File: src/rtl/core/slfr_pkg.sv
// Shared types and constants for the sync/length frame receiver.
// Used by the controller, the datapath and the top level; no dependencies.
package slfr_pkg;

    localparam logic [7:0] SYNC_BYTE  = 8'hFF;
    localparam int         LEN_LIMIT  = 32;
    localparam int         LEN_W      = 5;

    localparam logic FUNC_BYTE    = 1'b0;
    localparam logic FUNC_RELEASE = 1'b1;

    typedef enum logic [2:0] {
        ST_HUNT1,
        ST_HUNT2,
        ST_LEN,
        ST_CMD,
        ST_DATA,
        ST_HELD,
        ST_SEND_CMD,
        ST_SEND_DATA
    } state_t;

    // Commands from the controller to the datapath.
    typedef struct packed {
        logic load_len;
        logic load_cmd;
        logic store_byte;
        logic clr_rd;
        logic inc_rd;
        logic rd_en;
        logic out_load_cmd;
        logic out_load_data;
    } dp_cmd_t;

    // Status from the datapath to the controller.
    typedef struct packed {
        logic is_sync;
        logic len_ok;
        logic bl_one;
        logic cmd_last;
        logic data_last;
        logic out_free;
    } dp_stat_t;

endpackage

File: src/rtl/core/slfr_ctrl.sv
// Frame receiver controller: hunts sync bytes, tracks the frame and
// sequences the release. Depends on slfr_pkg.
module slfr_ctrl (
    input  logic              aclk,
    input  logic              aresetn,
    input  logic              s_valid,
    input  logic              s_func,
    output logic              s_ready,
    input  slfr_pkg::dp_stat_t stat,
    output slfr_pkg::dp_cmd_t  cmd
);
    import slfr_pkg::*;

    state_t state_reg;
    state_t state_next;
    logic   byte_acc;
    logic   rel_acc;

    always_ff @(posedge aclk) begin
        if (!aresetn) begin
            state_reg <= ST_HUNT1;
        end else begin
            state_reg <= state_next;
        end
    end

    always_comb begin
        state_next = state_reg;
        cmd        = '0;
        s_ready    = (state_reg != ST_SEND_CMD) && (state_reg != ST_SEND_DATA)
                     && (state_reg != ST_SEND_DATA);
        byte_acc   = s_valid && s_ready && (s_func == FUNC_BYTE);
        rel_acc    = s_valid && s_ready && (s_func == FUNC_RELEASE);

        unique case (state_reg)
            ST_HUNT1: begin
                if (byte_acc && stat.is_sync) begin
                    state_next = ST_HUNT2;
                end
            end
            ST_HUNT2: begin
                if (byte_acc) begin
                    state_next = stat.is_sync ? ST_LEN : ST_HUNT1;
                end
            end
            ST_LEN: begin
                if (byte_acc) begin
                    if (stat.len_ok) begin
                        cmd.load_len = 1'b1;
                        state_next   = ST_CMD;
                    end else begin
                        state_next = ST_HUNT1;
                    end
                end
            end
            ST_CMD: begin
                if (byte_acc) begin
                    cmd.load_cmd = 1'b1;
                    state_next   = stat.bl_one ? ST_HELD : ST_DATA;
                end
            end
            ST_DATA: begin
                if (byte_acc) begin
                    cmd.store_byte = 1'b1;
                    state_next     = stat.bl_one ? ST_HELD : ST_DATA;
                end
            end
            ST_HELD: begin
                // Received bytes are dropped until the frame is released.
                if (rel_acc) begin
                    state_next = ST_SEND_CMD;
                end
            end
            ST_SEND_CMD: begin
                if (stat.out_free) begin
                    cmd.out_load_cmd = 1'b1;
                    if (stat.cmd_last) begin
                        state_next = ST_HUNT1;
                    end else begin
                        cmd.clr_rd = 1'b1;
                        cmd.rd_en  = 1'b1;
                        state_next = ST_SEND_DATA;
                    end
                end
            end
            ST_SEND_DATA: begin
                if (stat.out_free) begin
                    cmd.out_load_data = 1'b1;
                    if (stat.data_last) begin
                        state_next = ST_HUNT1;
                    end else begin
                        cmd.inc_rd = 1'b1;
                        cmd.rd_en  = 1'b1;
                    end
                end
            end
            default: begin
                state_next = ST_HUNT1;
            end
        endcase
    end

endmodule

File: src/rtl/core/slfr_dp.sv
// Frame receiver datapath: length and index counters, payload store and
// the output register. Depends on slfr_pkg.
module slfr_dp #(
    parameter int BUFFER_BYTES = 32
) (
    input  logic               aclk,
    input  logic               aresetn,
    input  slfr_pkg::dp_cmd_t  cmd,
    output slfr_pkg::dp_stat_t stat,
    input  logic [7:0]         rx_byte,
    input  logic               m_ready,
    output logic               m_valid,
    output logic [7:0]         m_frame_byte,
    output logic               m_is_command,
    output logic               m_last
);
    import slfr_pkg::*;

    // A frame carries at most LEN_LIMIT - 2 payload bytes.
    localparam int MAX_PAYLOAD = LEN_LIMIT - 2;
    localparam int STORE_DEPTH = (BUFFER_BYTES < MAX_PAYLOAD) ? BUFFER_BYTES : MAX_PAYLOAD;
    localparam int AW          = $clog2(STORE_DEPTH);
    localparam int WCW         = $clog2(STORE_DEPTH + 1);

    logic [7:0]       store_mem [STORE_DEPTH];
    logic [LEN_W-1:0] bytes_left_reg;
    logic [WCW-1:0]   write_index_reg;
    logic [AW-1:0]    rd_idx_reg;
    logic [AW-1:0]    rd_addr;
    logic [7:0]       held_command_reg;
    logic [7:0]       rd_data_reg;
    logic             m_valid_reg;
    logic [7:0]       m_frame_byte_reg;
    logic             m_is_command_reg;
    logic             m_last_reg;
    logic             store_room;
    logic [WCW-1:0]   rd_count;

    assign store_room = write_index_reg < WCW'(STORE_DEPTH);
    assign rd_count   = WCW'(rd_idx_reg) + WCW'(1);
    assign rd_addr    = cmd.clr_rd ? '0 : (rd_idx_reg + AW'(1));

    assign stat.is_sync   = (rx_byte == SYNC_BYTE);
    assign stat.len_ok    = (rx_byte != 8'd0) && (rx_byte < 8'(LEN_LIMIT));
    assign stat.bl_one    = (bytes_left_reg == LEN_W'(1));
    assign stat.cmd_last  = (write_index_reg == '0);
    assign stat.data_last = (rd_count == write_index_reg);
    assign stat.out_free  = !m_valid_reg || m_ready;

    always_ff @(posedge aclk) begin
        if (!aresetn) begin
            bytes_left_reg   <= '0;
            write_index_reg  <= '0;
            held_command_reg <= '0;
            rd_idx_reg       <= '0;
            m_valid_reg      <= 1'b0;
        end else begin
            if (cmd.load_len) begin
                bytes_left_reg <= rx_byte[LEN_W-1:0];
            end else if (cmd.load_cmd || cmd.store_byte) begin
                bytes_left_reg <= bytes_left_reg - LEN_W'(1);
            end

            if (cmd.load_cmd) begin
                held_command_reg <= rx_byte;
                write_index_reg  <= '0;
            end else if (cmd.store_byte && store_room) begin
                write_index_reg <= write_index_reg + WCW'(1);
            end

            if (cmd.clr_rd || cmd.inc_rd) begin
                rd_idx_reg <= rd_addr;
            end

            if (cmd.out_load_cmd || cmd.out_load_data) begin
                m_valid_reg <= 1'b1;
            end else if (m_ready) begin
                m_valid_reg <= 1'b0;
            end
        end
    end

    // Payload store: one write port, one registered read port.
    always_ff @(posedge aclk) begin
        if (cmd.store_byte && store_room) begin
            store_mem[write_index_reg[AW-1:0]] <= rx_byte;
        end
        if (cmd.rd_en) begin
            rd_data_reg <= store_mem[rd_addr];
        end
    end

    always_ff @(posedge aclk) begin
        if (cmd.out_load_cmd) begin
            m_frame_byte_reg <= held_command_reg;
            m_is_command_reg <= 1'b1;
            m_last_reg       <= stat.cmd_last;
        end else if (cmd.out_load_data) begin
            m_frame_byte_reg <= rd_data_reg;
            m_is_command_reg <= 1'b0;
            m_last_reg       <= stat.data_last;
        end
    end

    assign m_valid      = m_valid_reg;
    assign m_frame_byte = m_frame_byte_reg;
    assign m_is_command = m_is_command_reg;
    assign m_last       = m_last_reg;

endmodule

File: src/rtl/core/sync_length_frame_receiver.sv
// Sync/length framed byte stream receiver, top level.
// A received byte item is taken whenever s_ready is high. A release of a held frame
// keeps the input stalled while the frame is sent: the command item enters the output
// register from the send-command state once the output is free, then one payload
// item per cycle while the output is taken; the store's single read port sets this.
// Reset clears the controller, counters and output valid; the store is not cleared.
module sync_length_frame_receiver #(
    parameter int BUFFER_BYTES = 32
) (
    input  logic       aclk,
    input  logic       aresetn,
    input  logic       s_valid,
    output logic       s_ready,
    input  logic       s_func,
    input  logic [7:0] s_rx_byte,
    output logic       m_valid,
    input  logic       m_ready,
    output logic [7:0] m_frame_byte,
    output logic       m_is_command,
    output logic       m_last
);
    import slfr_pkg::*;

    dp_cmd_t  cmd;
    dp_stat_t stat;

    slfr_ctrl u_ctrl (
        .aclk    (aclk),
        .aresetn (aresetn),
        .s_valid (s_valid),
        .s_func  (s_func),
        .s_ready (s_ready),
        .stat    (stat),
        .cmd     (cmd)
    );

    slfr_dp #(
        .BUFFER_BYTES (BUFFER_BYTES)
    ) u_dp (
        .aclk         (aclk),
        .aresetn      (aresetn),
        .cmd          (cmd),
        .stat         (stat),
        .rx_byte      (s_rx_byte),
        .m_ready      (m_ready),
        .m_valid      (m_valid),
        .m_frame_byte (m_frame_byte),
        .m_is_command (m_is_command),
        .m_last       (m_last)
    );

    // The output register is only loaded when it is empty or its item is taken in that cycle.
    a_out_load_free: assert property (@(posedge aclk) disable iff (!aresetn)
        (cmd.out_load_cmd || cmd.out_load_data) |-> (!m_valid || m_ready))
        else $error("output register overwritten while its item was pending");

    // At most one datapath update of the frame or the output at a time.
    a_cmd_exclusive: assert property (@(posedge aclk) disable iff (!aresetn)
        $onehot0({cmd.load_len, cmd.load_cmd, cmd.store_byte,
                  cmd.out_load_cmd, cmd.out_load_data}))
        else $error("conflicting datapath commands");

    // No input item is taken while a frame is being sent.
    a_rx_idle_on_send: assert property (@(posedge aclk) disable iff (!aresetn)
        s_ready |-> !(cmd.out_load_cmd || cmd.out_load_data || cmd.rd_en))
        else $error("input accepted during frame release");

endmodule

File: config.mk
export PLATFORM = sky130hd
export DESIGN_NAME = sync_length_frame_receiver
export DESIGN_NICKNAME = d
export VERILOG_FILES = /design/src/rtl/core/slfr_pkg.sv /design/src/rtl/core/slfr_ctrl.sv /design/src/rtl/core/slfr_dp.sv /design/src/rtl/core/sync_length_frame_receiver.sv
export SDC_FILE = /design/constraint.sdc
export NUM_CORES = 1
export LEC_CHECK = 0
export BUFFER_PORTS_ARGS = -buffer_cell sky130_fd_sc_hd__clkbuf_2
export CORE_MARGIN = 1.5
export CORE_UTILIZATION = 40
export CTS_CLUSTER_DIAMETER = 60
export CTS_CLUSTER_SIZE = 10
export DETAILED_ROUTE_END_ITERATION = 8
export SYNTH_ARGS = -nofsm -noshare
export SYNTH_HDL_FRONTEND = slang
export SYNTH_SLANG_ARGS = --single-unit
File: constraint.sdc
create_clock -name aclk -period 4.81 [get_ports aclk]
set_input_delay 0.7215 -clock aclk [delete_from_list [all_inputs] [get_ports aclk]]
set_output_delay 0.7215 -clock aclk [all_outputs]
set_load 0.1 [all_outputs]
After elaboration in Yosys (flattened, before gate mapping)
Memories as Yosys holds them, arrays and structs flattened. A register that Yosys moved wholly into a read port is not among the register bits.
Index checks and enable logic that the tools add are counted.
- register bits: 37
- RAM bits: 240
- bits of input ports: 13
- output and inout port bits: 12
- memories: 1
- memory list (memory ; depth ; bits a word ; read ports ; clocked after Yosys merged registers in ; write ports ; RTL line ; RTL):
    u_dp.store_mem ; 30 ; 8 ; 1 ; 1 ; 1 ; slfr_dp.sv:25 ; logic [7:0] store_mem [STORE_DEPTH];
- add/sub/neg operators: 3
- magnitude comparators: 2
- equal/unequal tests: 20
- mux-type cells: 41
- bitwise logic cells: 2
- reductions and logical operators: 22
- operators with widths (cell ; count):
    $mux W3 ; 9
    $pmux W3 S7 ; 1
    $mux W1 ; 20
    $mux W8 ; 2
    $mux W5 ; 3
    $eq A3 B3 Y1 const B ; 4
    $add A5 B1 Y5 const B ; 2
    $mux W2 ; 5
    $ne A2 B1 Y1 const B ; 5
    $eq A8 B8 Y1 const B ; 1
    $logic_and A1 B1 Y1 ; 8
    $lt A8 B6 Y1 const B ; 1
    $reduce_and A8 Y1 ; 1
    $reduce_bool A8 Y1 ; 1
    $eq A3 B2 Y1 const B ; 2
    $ne A2 B2 Y1 const B ; 3
    $ne A3 B3 Y1 const B ; 2
    $reduce_bool A2 Y1 ; 3
    $eq A5 B1 Y1 const B ; 1
    $eq A5 B5 Y1 ; 1
    $logic_not A5 Y1 ; 1
    $lt A5 B5 Y1 const B ; 1
    $sub A5 B1 Y5 const B ; 1
    $logic_or A1 B1 Y1 ; 4
    other kinds (6) ; 8

Depth between registers and ports, before layout
Gate-level depths: netlist (run 1).
- depth after elaboration: 10
- gate-level depth with buffers: 9

By module
From an unflattened synthesis (run 1), not the netlist that was laid out.
- cells, all modules: 821
- area total of the unflattened synthesis: 12101.6 um^2
- by module, submodules not included (module ; instances ; cells each ; area an instance (um^2) ; sequential area each (um^2)):
    slfr_dp ; 1 ; 777 ; 11765.0 ; 8217.9
    slfr_ctrl ; 1 ; 44 ; 336.6 ; 60.1

Least setup slack after synthesis (run 1)
No wires, ideal clock.
- path kind: input port to flip-flop
- from: input port s_valid
- to: memory u_dp.store_mem[11][0] (enable)
- arrival: 2042 ps
- required time: 4440 ps
- slack: 2398 ps
- stages: 6
- path buffers: 2
- path through: nor2b_1 > clkbuf_1 > o211a_1 > clkbuf_1 > nand2_1 > nor2_1
- longest elaborated chain between the ends: 7
- RTL lines (item ; RTL line ; RTL):
    start: declaration ; sync_length_frame_receiver.sv:12 ; input logic s_valid,
    $logic_and A1 B1 Y1 (2 in a row) ; slfr_ctrl.sv:32 ; byte_acc = s_valid && s_ready && (s_func == FUNC_BYTE);
    $mux W1 ; slfr_ctrl.sv:63 ; if (byte_acc) begin
    $mux W1 ; slfr_ctrl.sv:35 ; unique case (state_reg)
    $logic_and A1 B1 Y1 ; slfr_dp.sv:85 ; if (cmd.store_byte && store_room) begin
    $mux W1 ; slfr_dp.sv:85 ;
    $mux W1 (implied by the code) ; slfr_dp.sv:86 ; store_mem[write_index_reg[AW-1:0]] <= rx_byte;
    end: declaration ; slfr_dp.sv:25 ;
Every way passes these cells.

Worst setup path after layout (run 1)
- from: register u_dp.rd_idx_reg[0]
- to: register u_dp.rd_data_reg[6] (read register of u_dp.store_mem) (data pin)
- longest elaborated chain between the ends: 5
- elaborated cells on any way between the ends: 6
- RTL lines (item ; RTL line ; RTL):
    start: declaration ; slfr_dp.sv:28 ; logic [AW-1:0] rd_idx_reg;
    start signal: assignment ; slfr_dp.sv:72 ; rd_idx_reg <= rd_addr;
    $add A5 B1 Y5 (*) ; slfr_dp.sv:40, slfr_dp.sv:41 ;
    $eq A5 B5 Y1 ; slfr_dp.sv:47 ; assign stat.data_last = (rd_count == write_index_reg);
    $mux W2 ; slfr_ctrl.sv:89 ; if (stat.data_last) begin
    $mux W2 ; slfr_ctrl.sv:87 ; if (stat.out_free) begin
    $pmux W1 S2 ; slfr_ctrl.sv:35 ;
    end: declaration ; slfr_dp.sv:31 ; logic [7:0] rd_data_reg;
Every way passes the cells marked *; elsewhere a longest branch is shown, timed or not.
A chain may end at the register's enable or synchronous reset.

==> results of run 1 <==
-- cells in the mapped netlist (9+ instances only) --
library cell,number,area (um2)
edfxtp_1,257,7720
nor2_1,65,244
nand2_1,62,233
mux4_2,40,901
dfxtp_1,28,561
clkbuf_1,25,93.8
mux2i_1,25,250
nand3_1,21,105
a31oi_1,19,119
a21oi_1,15,75.1
o221ai_1,15,131
a21boi_0,14,105
o21ai_0,14,70.1
buf_2,10,50.1
and3_1,9,56.3
xnor2_1,9,78.8
-- routing by layer --
metal  track usage (%)  share of wire [%]
met1              26.2                 45
met2              28.4                 47
met3              3.26                6.4
met4              4.63                1.8
met5                 0                  0
-- worst max path at each step --
| stage | start | end | slack, ns | cells after the start |
|---|---|---|---|---|
| 3_3_place_gp | u_dp.rd_idx_reg[0] | u_dp.rd_data_reg[6] | 1.80 | 5 |
| 2_1_floorplan | s_valid | u_dp.store_mem[11][0] | 2.40 | 6 |
| 5_1_grt | u_dp.rd_idx_reg[0] | u_dp.rd_data_reg[6] | 1.45 | 5 |
| 3_5_place_dp | u_dp.rd_idx_reg[0] | u_dp.rd_data_reg[6] | 1.69 | 5 |
| 6_report | u_dp.rd_idx_reg[0] | u_dp.rd_data_reg[6] | 1.76 | 5 |
| 4_1_cts | u_dp.rd_idx_reg[0] | u_dp.rd_data_reg[6] | 1.73 | 5 |
-- critical path: stages (launching register included) --
cell and delay (ns):
dfxtp_4 0.62, buf_4 0.74, nand2_1 0.58, a21boi_0 0.37, o221ai_1 0.26, a32oi_1 0.24
-- cells by family after synthesis --
logic type               Yosys count  synth area share [%]
AO/OA/AOI/OAI                    116                  7.14
XOR/XNOR                          18                  1.45
AND/OR/NAND/NOR                  197                  7.86
flip-flops                       285                  70.0
multiplexers                      73                  10.5
adder cells (fa/ha/maj)            7                 0.741
buffers and inverters             56                  2.32
-- power by group through the flow --
stage	registers, mW	clock network [mW]	logic, mW
6_report	2.69	2.18	0.0603
5_1_grt	2.69	2.32	0.0653
4_1_cts	2.69	2.21	0.0618
3_5_place_dp	2.75	0	0.0621
3_3_place_gp	2.75	0	0.0606
2_1_floorplan	2.75	0	0.00592
-- layout make-up --
cell class	instances	area, um2	share of cell area, %
Inverter	9	36.3	0.275
Sequential cell	285	8280	62.7
Timing Repair Buffer	35	203	1.53
Multi-Input combinational cell	411	3300	25.0
Clock inverter	2	21.3	0.161
Clock buffer	44	888	6.72
Tap cell	384	480	3.64
-- through the flow --
step / cell area (um2) / setup WS [ns] / std cells / hold slack [ns]
after floorplan: 11800 / 2.40 / 752 / 0.454
after detailed placement: 12300 / 1.69 / 1124 / 0.445
after global routing: 13200 / 1.45 / 1170 / 0.471
after CTS: 13200 / 1.73 / 1170 / 0.455
after global placement: 12300 / 1.80 / 1124 / 0.437
final: 13200 / 1.76 / 1170 / 0.456
==> results.cfg, run 1 <==
[run_status]
status = complete, no violations

[route]
num_vias = 6486
drt_iter0_drc = 723
ant_nets = 0
drcViolationCount = 0
drt_first_pass_iters = 5
wl_per_cell_um = 23.0
vias_per_cell = 5.54
totalWireLength_um = 27000

[synthesis]
synth_edf_count = 257
seq_area_frac_synth_pct = 70.0
ys_types = 64
yosys_warnings = 0
synth_seq_cells = 285
async_reset_ff_share_pct = 0
synth_fp_nets = 772
avgSynthCellArea_um2 = 15.7
netlist_instances = 752
synthesis.area_um2 = 11800
synthFlopType = edfxtp_1

[clock_network]
cts_hold_buf = 0
cts_resized = 0
cts_made_buffers = 34
cts_tree = done
cts.sinks = 285
clk_path_buf_depth = 3
clk_pin_slew_ns = 0.06
clock-root-buffer = clkbuf_16
h-tree-depth = 2
cts_setup_buffers = 0
worstSkewPairLatency_ns = 0.50

[setup_path]
rr_worst_depth = 5
r2r_end = u_dp.rd_data_reg[6]
timing.rr.start = u_dp.rd_idx_reg[0]
critPathCaptureType = register
r2r_slack_ns = 1.76
worstSetupPathType = register to register
worstPathRequired_ns = 5.14
worstPathMaxFanout = 45
cp.arrival_ns = 3.39
crit_path_start_kind = register

[sta]
worstMarginPinSlew_ns = 0.988
period_needed_ns = 3.05
clock_skew_ns = 0.0183
fmax_mhz = 327
min_period_over_period_pct = 63.5
slew_violations = 0
slew_headroom_pct = 34.0
hold_viol = 0
setup_viol = 0
rsz0062_at_grt = false
final.setup.tns_ns = 0

[die]
die-area_um2 = 30600
fp.dieH_um = 175
fp.dieW_um = 175
start_util_pct = 40.9
core_um2 = 28900
rows = 62
io_pins = 25

[power]
p_leak_nw = 4.15
ir_worst_vdd_mv = 0.217
p_int_mw = 3.98
pwr-share-seq_pct = 54.6
switchingPower_mw = 0.951
p_per_area_nw_per_um2 = 373
p_total_mw = 4.93
pwr-share-clk_pct = 44.1
combPwrFrac_pct = 1.2
sw_frac_of_total_pct = 19.3

[flow_run]
drv_cap = 0

[layout]
final_common_cell = edfxtp_1
areaGrowthSynthToFinish_pct = 11.7
antenna_cells = 0
drive_above_1_share_pct = 17.2
largest_reg_flops = 240
post-route-util_pct = 45.7
final.fill_count = 2445
fin_nets = 796
final_cell_mix = 257 x edfxtp_1, 65 x nor2_1, 62 x nand2_1

[placement]
place_hpwl_um = 16100
placement.io_buffers = 24
globalplace.congestion = 0.798

[global_route]
overflow = 0
grt_max_degree = 49
grt_usage_pct = 18.1
grt_antenna_before_repair = 0
first_global_vias = 6536
grt_pass1_wl_um = 41100

[worst_hold_path]
worst_hold_startpoint = u_dp.m_is_command
hold_path.class = register to register
hold_end = u_dp.m_is_command
whs_path_depth = 1
Power figures use the tool's default switching activity.
==> inputs of run 2 (changes only) <==
==> constraint.sdc (replaced) <==
create_clock -name aclk -period 3.1 [get_ports aclk]
set_input_delay 0.465 -clock aclk [delete_from_list [all_inputs] [get_ports aclk]]
set_output_delay 0.465 -clock aclk [all_outputs]
set_load 0.1 [all_outputs]
==> run 2 against run 1 <==
  * Utilization is 1.1 points higher
  * Global-route usage is 0.51 points higher
  * Critical endpoint is now u_dp.rd_data_reg[1]
  * Clock skew is 0.012 ns higher
  * Sequential cell count stayed put
  * Die area stayed put
  * Setup slack worse by 1.3 ns
  * Critical path depth is 2 higher
  * Count of clock-buffer cells in the layout is 1 higher
==> results.cfg, run 2 (synthesis results as in run 1) <==
[run_status]
status = complete, no violations

[flow_run]
drv_cap = 0

[power]
ir_worst_vdd_mv = 0.313
pwr-share-clk_pct = 46.0
p_int_mw = 6.36
p_total_mw = 7.93
switchingPower_mw = 1.58
combPwrFrac_pct = 1.3
sw_frac_of_total_pct = 19.9
pwr-share-seq_pct = 52.7
p_per_area_nw_per_um2 = 586
p_leak_nw = 4.34

[die]
core_um2 = 28900
fp.dieH_um = 175
io_pins = 25
start_util_pct = 40.9
fp.dieW_um = 175
die-area_um2 = 30600
rows = 62

[route]
drcViolationCount = 0
met2_length_um = 13100
totalWireLength_um = 27900
drt_iter0_drc = 618
vias_per_cell = 5.59
drt_first_pass_iters = 5
dr_wl_met3_um = 1660
wl_per_cell_um = 23.2
met1_length_um = 12500
highest_layer = met4
ant_nets = 0
num_vias = 6730

[global_route]
first_global_vias = 6819
overflow = 0
grt_antenna_before_repair = 0
grt_usage_pct = 18.6
grt_max_degree = 41
grt_pass1_wl_um = 42400

[layout]
final_common_cell = edfxtp_1
final.fill_count = 2461
fin_nets = 827
largest_reg_flops = 240
fin_cells = 1205
antenna_cells = 0
areaGrowthSynthToFinish_pct = 14.5
drive_above_1_share_pct = 20.7
final_cell_mix = 257 x edfxtp_1, 65 x nor2_1, 62 x nand2_1
post-route-util_pct = 46.8

[sta]
min_period_over_period_pct = 86.4
fmax_mhz = 373
period_needed_ns = 2.68
rsz0062_at_grt = false
clock_skew_ns = 0.0301
slew_headroom_pct = 47.1
setup_viol = 0
worstMarginPinSlew_ns = 0.791
hold_viol = 0
final.setup.tns_ns = 0
slew_violations = 0

[setup_path]
critPathCaptureType = register
timing.rr.start = u_dp.write_index_reg[1]
cp.arrival_ns = 3.02
crit_path_cell_trace = inv_1 > ha_1 > nor4b_2 > or4_4 > nand2_2 > o221ai_1 > a32oi_1
r2r_slack_ns = 0.42
slowest_stage = or4_4
crit_path_start_kind = register
worstSetupPathType = register to register
worstPathMaxFanout = 30
worstPathRequired_ns = 3.44
rr_worst_depth = 7
critPathMaxStageDelay_ns = 0.62
r2r_end = u_dp.rd_data_reg[1]

[worst_hold_path]
hold_end = u_ctrl.state_reg[0]
whs_path_depth = 2
hold_path.class = input port to register
worst_hold_startpoint = aresetn

[clock_network]
cts_tree = done
cts_hold_buf = 0
clock-root-buffer = clkbuf_16
h-tree-depth = 2
cts_setup_buffers = 0
cts.sinks = 285
cts_made_buffers = 35
cts_resized = 0
clk_path_buf_depth = 3
worstSkewPairLatency_ns = 0.52
clk_pin_slew_ns = 0.05

[placement]
globalplace.congestion = 0.829
dp.cells = 1154
place_hpwl_um = 17700
placement.io_buffers = 24
run 2: changes by cell type in the layout (fill, tap and decap cells not counted):
cell and delta:
buf_4 +30, bufinv_16 +1, clkbuf_16 +1, clkinv_8 +1, clkinvlp_4 +1, inv_16 +1
run 2: area by class of cell:
class                           count  area (um2)  area share (%)
Sequential cell                   285        8280            61.2
Inverter                            9        36.3           0.268
Clock inverter                      6        95.1           0.702
Multi-Input combinational cell    411        3300            24.4
Clock buffer                       45         913            6.75
Timing Repair Buffer               65         428            3.16
Tap cell                          384         480            3.55
run 2: stage by stage:
step / hold WS [ns] / worst slack, ns / instance area [um2]
finish: 0.270 / 0.421 / 13500
global placement: 0.437 / 0.433 / 12500
CTS: 0.260 / 0.434 / 13500
floorplan: 0.454 / 0.770 / 11800
global route: 0.270 / 0.273 / 13500
detailed placement: 0.465 / 0.460 / 12500
run 2: worst max path at each step:
stage,startpoint,end,slack (ns),cells past startpoint
floorplan,u_dp.m_valid,u_dp.rd_data_reg[6],0.77,7
CTS,u_dp.write_index_reg[1],u_dp.rd_data_reg[1],0.43,7
finish,u_dp.write_index_reg[1],u_dp.rd_data_reg[1],0.42,7
global placement,u_dp.write_index_reg[0],u_dp.rd_data_reg[6],0.43,7
global route,u_dp.write_index_reg[0],u_dp.rd_data_reg[6],0.27,7
detailed placement,u_dp.write_index_reg[0],u_dp.rd_data_reg[1],0.46,7
run 2: power by group through the flow:
stage,Combinational (mW),Sequential [mW],Clock (mW)
after floorplan,0.00918,4.26,0
after global placement,0.107,4.26,0
after detailed placement,0.109,4.26,0
after CTS,0.109,4.18,3.72
after global routing,0.115,4.18,3.87
final,0.105,4.18,3.65
run 2: worst max-delay path, delay by kind of cell, from the launching register on:
| kind | cells | cell delay, ns |
|---|---|---|
| and+or+nand+nor | 3 | 1.15 |
| AOI/OAI and AO/OA | 2 | 0.54 |
| DFF | 1 | 0.43 |
| adders and majority gates | 1 | 0.23 |
| buffers and inverters | 1 | 0.13 |
run 2: layer usage:
metal  vias to the layer above  track usage (%)
li1                       3041                -
met5                         -                0
met2                       233             29.4
met1                      3412             26.8
met4                         0             5.52
met3                        44             2.79
